## config.mk

```make
export PLATFORM = sky130hd
export DESIGN_NAME = signed_int_to_decimal_ascii_core
export DESIGN_NICKNAME = d
export VERILOG_FILES = /design/src/rtl/sitda_pkg.sv /design/src/rtl/signed_int_to_decimal_ascii_core.sv
export SDC_FILE = /design/constraint.sdc
export NUM_CORES = 1
export LEC_CHECK = 0
export BUFFER_PORTS_ARGS = -buffer_cell sky130_fd_sc_hd__buf_4
export CAP_MARGIN = 20
export CORE_MARGIN = 1.5
export CORE_UTILIZATION = 40
export DETAILED_ROUTE_END_ITERATION = 10
export SETUP_SLACK_MARGIN = 0.5
export SYNTH_ARGS = -nofsm -noshare
export SYNTH_HDL_FRONTEND = slang
export SYNTH_SLANG_ARGS = --single-unit
```

## constraint.sdc

```tcl
create_clock -name clock -period 3.59 [get_ports clock]
set_clock_uncertainty 0.2 [all_clocks]
set_input_delay 0.1795 -clock clock [delete_from_list [all_inputs] [get_ports clock]]
set_output_delay 0.1795 -clock clock [all_outputs]
set_load 0.01 [all_outputs]
```

## src/rtl/sitda_pkg.sv

```systemverilog
package sitda_pkg;

   // Default width of the signed input value.
   localparam int VALUE_BITS_DEFAULT = 32;

   // ASCII codes of the characters that the block emits, cut to the 6-bit port.
   localparam logic [5:0] CHAR_MINUS = 6'd45;
   localparam logic [5:0] CHAR_ZERO  = 6'd48;

   // BCD correction threshold and offset used by the shift-and-add-3 step.
   localparam logic [3:0] BCD_THRESHOLD = 4'd5;
   localparam logic [3:0] BCD_OFFSET    = 4'd3;

   // Sequencer states.
   typedef enum logic [2:0] {
      ST_IDLE,
      ST_CONVERT,
      ST_SKIP,
      ST_SIGN,
      ST_DIGIT
   } state_type;

endpackage

```

## src/rtl/signed_int_to_decimal_ascii_core.sv

```systemverilog
// Converts one signed two's complement integer of VALUE_BITS bits into its decimal text,
// sent out one ASCII character per rsp transaction, most significant first, with a leading
// minus sign for negative values, no leading zeros, and rsp_last on the final character.
// The most negative value converts exactly. The core handles one value at a time and
// req_ready is high only while it is idle. A value is accepted, converted bit by bit with
// shift-and-add-3 through the shared BCD register, stripped of up to DIGITS-1 leading zeros
// in that register before the first character is picked, and then sent out while the sink
// is ready, where DIGITS = floor(VALUE_BITS * log10(2)) + 1.
// At the default width of 32 bits a value gives 1 to 11 characters.
module signed_int_to_decimal_ascii_core #(
   parameter int VALUE_BITS = sitda_pkg::VALUE_BITS_DEFAULT
) (
   input  logic                  clock,
   input  logic                  reset,
   input  logic                  req_valid,
   output logic                  req_ready,
   input  logic [VALUE_BITS-1:0] req_value,
   output logic                  rsp_valid,
   input  logic                  rsp_ready,
   output logic [5:0]            rsp_ascii_char,
   output logic                  rsp_last
);
   import sitda_pkg::*;

   // Decimal digits needed for the magnitude 2^(VALUE_BITS-1): 1233/4096 approximates log10(2).
   localparam int DIGITS    = (VALUE_BITS * 1233) / 4096 + 1;
   localparam int BCD_W     = 4 * DIGITS;
   localparam int BIT_CNT_W = $clog2(VALUE_BITS + 1);
   localparam int DIG_CNT_W = (DIGITS > 1) ? $clog2(DIGITS) : 1;

   state_type state_ff, state_in;

   logic [VALUE_BITS-1:0] mag_ff, mag_in;
   logic [BCD_W-1:0]      bcd_ff, bcd_in;
   logic [BIT_CNT_W-1:0]  bits_left_ff, bits_left_in;
   logic [DIG_CNT_W-1:0]  digits_left_ff, digits_left_in;
   logic                  neg_ff, neg_in;

   logic [BCD_W-1:0] bcd_adjusted;
   logic [3:0]       top_digit;
   logic             req_fire;
   logic             rsp_fire;

   // Control state and payload registers.
   always_ff @(posedge clock) begin
      if (reset) begin
         state_ff <= ST_IDLE;
      end else begin
         state_ff <= state_in;
      end
      mag_ff         <= mag_in;
      bcd_ff         <= bcd_in;
      bits_left_ff   <= bits_left_in;
      digits_left_ff <= digits_left_in;
      neg_ff         <= neg_in;
   end

   // Add-3 correction on every BCD digit that is five or more, ahead of the shift.
   always_comb begin
      for (int d = 0; d < DIGITS; d++) begin
         if (bcd_ff[4*d +: 4] >= BCD_THRESHOLD) begin
            bcd_adjusted[4*d +: 4] = bcd_ff[4*d +: 4] + BCD_OFFSET;
         end else begin
            bcd_adjusted[4*d +: 4] = bcd_ff[4*d +: 4];
         end
      end
   end

   assign top_digit = bcd_ff[BCD_W-1 -: 4];
   assign req_fire  = req_valid && req_ready;
   assign rsp_fire  = rsp_valid && rsp_ready;

   // Outputs are decoded from the state, the digit counter and the stable BCD register.
   assign req_ready      = (state_ff == ST_IDLE);
   assign rsp_valid      = (state_ff == ST_SIGN) || (state_ff == ST_DIGIT);
   assign rsp_ascii_char = (state_ff == ST_SIGN) ? CHAR_MINUS : (CHAR_ZERO + {2'b00, top_digit});
   assign rsp_last       = (state_ff == ST_DIGIT) && (digits_left_ff == '0);

   // Sequencer: accept, convert bit by bit, strip leading zeros, then emit characters.
   always_comb begin
      state_in       = state_ff;
      mag_in         = mag_ff;
      bcd_in         = bcd_ff;
      bits_left_in   = bits_left_ff;
      digits_left_in = digits_left_ff;
      neg_in         = neg_ff;

      unique case (state_ff)
         ST_IDLE: begin
            if (req_fire) begin
               neg_in       = req_value[VALUE_BITS-1];
               // The most negative value negates to itself, which read unsigned is its magnitude.
               mag_in       = req_value[VALUE_BITS-1] ? (~req_value + 1'b1) : req_value;
               bcd_in       = '0;
               bits_left_in = BIT_CNT_W'(VALUE_BITS);
               state_in     = ST_CONVERT;
            end
         end
         ST_CONVERT: begin
            bcd_in       = {bcd_adjusted[BCD_W-2:0], mag_ff[VALUE_BITS-1]};
            mag_in       = {mag_ff[VALUE_BITS-2:0], 1'b0};
            bits_left_in = bits_left_ff - 1'b1;
            if (bits_left_ff == BIT_CNT_W'(1)) begin
               digits_left_in = DIG_CNT_W'(DIGITS - 1);
               state_in       = ST_SKIP;
            end
         end
         ST_SKIP: begin
            // Drop zero digits from the top, keeping at least the units digit.
            if ((top_digit == 4'd0) && (digits_left_ff != '0)) begin
               bcd_in         = {bcd_ff[BCD_W-5:0], 4'd0};
               digits_left_in = digits_left_ff - 1'b1;
            end else if (neg_ff) begin
               state_in = ST_SIGN;
            end else begin
               state_in = ST_DIGIT;
            end
         end
         ST_SIGN: begin
            if (rsp_fire) begin
               state_in = ST_DIGIT;
            end
         end
         ST_DIGIT: begin
            if (rsp_fire) begin
               if (digits_left_ff == '0) begin
                  state_in = ST_IDLE;
               end else begin
                  bcd_in         = {bcd_ff[BCD_W-5:0], 4'd0};
                  digits_left_in = digits_left_ff - 1'b1;
               end
            end
         end
         default: begin
            state_in = ST_IDLE;
         end
      endcase
   end

endmodule

```

==> summary.txt, run 1 <==
Max_slew headroom: 0.647
Crit Path Class: input port to register
# Max-Cap Violations: 0
Setup Viol. Count Final: 0
Final HPWL DP: 7.43 mm
Final antenna-violating net count: 0
Die footprint: 0.0141 mm^2
Status: completed
Layout fillers: 1276
H-tree lvl count: 3
Footprint of the multi-input gates: 0.00260 mm^2
Setup Fix Bufs, Post-CTS: 0
Core footprint: 0.0131 mm^2
Port-buffer cells: 43
Required @ worst endpoint: 3.47 ns
Slew Viols, Final: 0
CP Capture Type: register
FP Rows: 42
Reg area: 0.00255 mm^2
Synth Warn #: 0
EDFF count, synth: 83
Final Hold Fails: 0
# IOs: 45
DR vias/cell: 5.22
Hold/Removal Path Class: input port to register
Crit start category: input port
Worst r2r dst: bcd_ff[16]
Fin nets: 651
Detailed Route WL: 10.8 mm
Mean post-synth cell area: 9.74 um^2
Clk pin slew, worst setup/hold paths: 0.07 ns
Initial DRC count: 199
Yosys top cell area share: 0.466
Cells after Synth: 549
Tcrit/Tclk final: 0.763
Synth async-reset ratio: 0
Fmax achieved: 365 MHz
Power Dens Cells: 794 mW/mm^2
Worst slew pin tran: 0.525 ns
Predominant post-synthesis flop cell: edfxtp_1
Synth unique cells: 48
Syn_nets: 610
Maximum VDD drop: 444 uV
Num CTS Buffers: 9
Synthesis-stage register bit count: 86
Min-delay src: req_value[30]
R2r setup slk: 0.95 ns
N_diodes: 0
Area Overhead vs Synth: 16.2%
Fin crit period: 2.74 ns
CP arrival: 2.62 ns
Vias: 4028
Final std cells w/o fill: 771
Post-synth top cells: edfxtp_1 (83), nand2_1 (74), o21ai_0 (66)
Grt ovf: 0
Vias in the first global route: 3903
Synth area leaders: edfxtp_1 (47%), o21ai_0 (6.2%), ha_1 (5.9%)
Share of cells above drive strength 1: 0.133
CTS tree: built
Critical path peak fanout: 6
Register area share after synthesis: 0.477
Final TNS setup: 0 ns
RePlAce Congestion: 0.868
Initial antenna violation count: 0
Mapped Area: 0.00535 mm^2
Core Util, Final: 0.473
DRC viols: 0
Min-Delay Path Depth: 3
Initial Util: 0.407
RR Startpoint: digits_left_ff[0]
Worst Setup SP: req_value[0]
Post-synth top area cell: edfxtp_1
RSZ-0062 raised after global routing: false
Worst hold path endpoint: mag_ff[30]
Cell with the most instances after synthesis: edfxtp_1
Die width: 119 um
Sink Count: 86
Root Buffer: clkbuf_16
Drt pass-1 iters: 4
Overall routing resource usage: 0.161
Clock tree buffer depth: 2
Leakage: 0.00227 uW
Reg2Reg Depth: 7
Placed Cells: 749
Largest net degree at the start of global routing: 55
Global-route wire length before repair: 18.3 mm
Die H: 119 um
Hold Slack: 0.0262 ns
Worst-Skew Late Latency: 0.35 ns
Routed WL per cell: 14.0 um
==> metrics by stage <==
stage	instance area (um^2)	setup WS, ns	total power, uW
2_1_floorplan	5350	0.669	3440
3_3_place_gp	5850	0.972	3920
3_5_place_dp	5850	0.946	3990
4_1_cts	6210	0.854	4990
5_1_grt	6210	0.730	5330
6_report	6210	0.850	4930
==> metal layers <==
metal  vias to the layer above  wire length, um  global-route usage
met5                         -                0                   0
met4                         0              131              0.0489
met3                        10              403              0.0449
met2                        83             5030               0.258
met1                      1885             5220               0.213
li1                       2050                -                   -
==> worst max-delay path: stages <==
cell and delay [ns]:
dlygate4sd3_1 0.53, buf_4 0.14, inv_1 0.07, ha_1 0.17
or3b_2 0.51, or3_1 0.43, o41ai_1 0.34, xor2_1 0.17
o21ai_0 0.08
==> worst max path at each step <==
| stage | endpoint | depth (start not counted) |
|---|---|---|
| floorplan | bcd_ff[0] | 6 |
| global placement | bcd_ff[19] | 7 |
| detailed placement | bcd_ff[19] | 7 |
| CTS | mag_ff[22] | 9 |
| global route | mag_ff[22] | 9 |
| finish | mag_ff[22] | 9 |
==> layout by cell type, fill, tap and decap left out, drive strengths merged, types with 8 or more instances in the layout <==
| cell | count |
|---|---|
| a21oi | 39 |
| buf | 49 |
| clkbuf | 9 |
| edfxtp | 83 |
| ha | 25 |
| inv | 32 |
| nand2 | 74 |
| nand2b | 14 |
| nor2 | 37 |
| nor3 | 8 |
| nor3b | 14 |
| o21ai | 69 |
| o31ai | 20 |
| xnor2 | 15 |
| xor2 | 34 |
==> where the power goes <==
part | internal [uW] | switching [uW]
sequential | 1790 | 331
combinational | 731 | 1110
clock | 548 | 414
==> final cells by class <==
class / count / share of cell area
clock buffers: 9 / 0.0363
clock inverters: 7 / 0.0129
inverters: 29 / 0.0175
multi-input cells: 409 / 0.418
flip-flops and latches: 86 / 0.411
well taps: 176 / 0.0355
repair buffers: 55 / 0.0689
==> kinds of logic (layout without fill, tap and decap cells) <==
| family | count (synthesis) | count (layout) | share of synthesized area |
|---|---|---|---|
| other | 1 | 1 | 0.000701 |
| multiplexers | 3 | 3 | 0.00562 |
| AND/OR/NAND/NOR | 180 | 180 | 0.165 |
| flip-flops | 86 | 86 | 0.477 |
| AO/OA/AOI/OAI | 151 | 151 | 0.172 |
| buffers and inverters | 54 | 100 | 0.0400 |
| adder cells (fa/ha/maj) | 25 | 25 | 0.0585 |
| XOR/XNOR | 49 | 49 | 0.0803 |
==> sequential cells by signal, summed over array words and instances (netlist names) <==
register and count:
mag_ff 32, neg_ff 1, bits_left_ff 6, digits_left_ff 4, state_ff 3, bcd_ff 40
==> repair_timing <==
action                                 in CTS  in global routing
endpoints found under the hold margin       8                  0
gates resized for setup                     0                  0
hold buffers                                6                  0
Power figures use the tool's default switching activity.
==> run 2, diff against run 1 <==
Clock period 3.59 ns to 2.3 ns, I/O delays scaled along.
==> run 2 against run 1 <==
  * Power up 97%
  * Combinational power rose to 2.5 times the previous value
  * Wire length up 25%
  * Sequential cell count unchanged
  * Clock power up 72%
  * Sequential power up 61%
  * Design area up 27%
  * First-iteration DRC count up 3.5%
  * Critical path depth down 1
  * Worst hold slack worse by 0.019 ns
==> summary.txt, run 2 (synthesis results as in run 1) <==
CP Capture Type: register
FP Rows: 42
Biggest regs: bcd_ff x40, mag_ff x32, bits_left_ff x6
Sink Count: 86
R2r setup slk: 0.25 ns
Slew Viols, Final: 0
Final TNS setup: 0 ns
Final HPWL DP: 8.08 mm
CP peak stage delay: 0.41 ns
Max_slew headroom: 0.584
CP Depth: 8
Fmax achieved: 487 MHz
Maximum VDD drop: 754 uV
Crit-path slowest cell: edfxtp_1
Total power: 9710 uW
Crit Path Class: register to register
Largest register FFs: 40
Die footprint: 0.0141 mm^2
Most common cell after layout, fill and taps aside: buf_4
Critical path peak fanout: 8
Overall routing resource usage: 0.183
RSZ-0062 raised after global routing: true
Final Hold Fails: 0
Core Util, Final: 0.599
Die width: 119 um
Routed WL per cell: 15.7 um
Worst slew pin tran: 0.625 ns
Power Dens Cells: 1230 mW/mm^2
Root Buffer: clkbuf_16
Num CTS Buffers: 9
Reg2Reg Depth: 8
Required @ worst endpoint: 2.21 ns
Drt pass-1 iters: 4
Most frequent cells in the layout: buf_4 (97), edfxtp_1 (83), nand2_1 (71), o21ai_0 (45), xor2_1 (34)
CTS tree: built
CP bufs+invs: 3
DR vias/cell: 5.28
# IOs: 45
Leakage: 0.00294 uW
Die H: 119 um
Status: completed
Biggest register: bcd_ff
DRC viols: 0
Family with the most delay on the worst path: simple AND/OR/NAND/NOR gates
Initial Util: 0.407
Crit start category: register
Fin crit period: 2.05 ns
Clk pin slew, worst setup/hold paths: 0.06 ns
Clock tree buffer depth: 2
Fin nets: 740
Global-route wire length before repair: 20.6 mm
H-tree lvl count: 3
Initial DRC count: 206
Layout fillers: 1066
RePlAce Congestion: 0.804
Hold/Removal Path Class: input port to register
Tcrit/Tclk final: 0.892
Port-buffer cells: 43
Final antenna-violating net count: 0
Vias: 4542
Detailed Route WL: 13.5 mm
Share of cells above drive strength 1: 0.370
Setup Viol. Count Final: 0
Critical-path cell list: inv_2, ha_4, nor3b_4, nor4_4, nor2_2, o21bai_4, buf_12, clkbuf_16
Largest net degree at the start of global routing: 47
Vias in the first global route: 4397
Min-Delay Path Depth: 3
Core footprint: 0.0131 mm^2
Area Overhead vs Synth: 47.2%
Initial antenna violation count: 0
Grt ovf: 0
Worst-Skew Late Latency: 0.35 ns
N_diodes: 0
# Max-Cap Violations: 0
CP arrival: 1.96 ns
run 2: changes by cell type in the layout (fill, tap and decap cells not counted), moves of 18 or more:
cell / previous run / this run
buf_4: 49 / 97
o21ai_0: 66 / 45
ha_1: 25 / 7
inv_1: 29 / 9
inv_2: 0 / 20
run 2: path summary, 6_finish.rpt:
kind                          start    endpoint
setup reg to reg  digits_left_ff[1]   bcd_ff[2]
setup / recovery  digits_left_ff[1]   bcd_ff[2]
hold / removal        req_value[22]  mag_ff[22]
hold reg to reg           mag_ff[4]   mag_ff[5]
run 2: metrics by stage:
step	std cells	setup slack, ns	hold slack (ns)	cell area, um^2
global route	860	0.144	0.0182	7870
floorplan	549	0.0145	-0.0126	5630
finish	860	0.249	0.00762	7870
CTS	835	0.254	0.00345	7340
global placement	774	-0.134	0.0944	6310
detailed placement	774	-0.156	0.0990	6310
run 2: what timing repair did:
item / CTS / global route
endpoints found under the hold margin: 23 / 0
pin swaps: 30 / 28
setup buffers: 23 / 24
cloned: 2 / 1
hold buffers: 20 / 0
setup endpoints to repair: 141 / 144
gates resized for setup: 59 / 84
run 2: layout make-up:
class,instances,area [um^2],area share
Clock inverter,3,65.1,0.00827
Inverter,29,109,0.0138
Tap cell,176,220,0.0280
Multi-Input combinational cell,409,3290,0.418
Timing Repair Buffer,144,1350,0.172
Sequential cell,86,2560,0.326
Clock buffer,13,270,0.0343
run 2: where the power goes:
group | internal [uW] | switching [uW] | total, uW
sequential | 2800 | 604 | 3410
combinational | 2300 | 2360 | 4650
clock | 1040 | 608 | 1650
run 2: worst reg2reg max path, stage by stage, from the launching register on:
cell       delay, ns
edfxtp_1        0.41
inv_2           0.09
ha_4            0.15
nor3b_4         0.33
nor4_4          0.08
nor2_2          0.16
o21bai_4        0.09
buf_12          0.15
clkbuf_16       0.16
run 2: per-layer routing:
layer / GRT usage / vias up / wire, um
met2: 0.313 / 87 / 6910
met3: 0.0463 / 22 / 506
met4: 0.0489 / 0 / 195
met5: 0 / - / 0
li1: - / 2240 / -
met1: 0.230 / 2193 / 5860
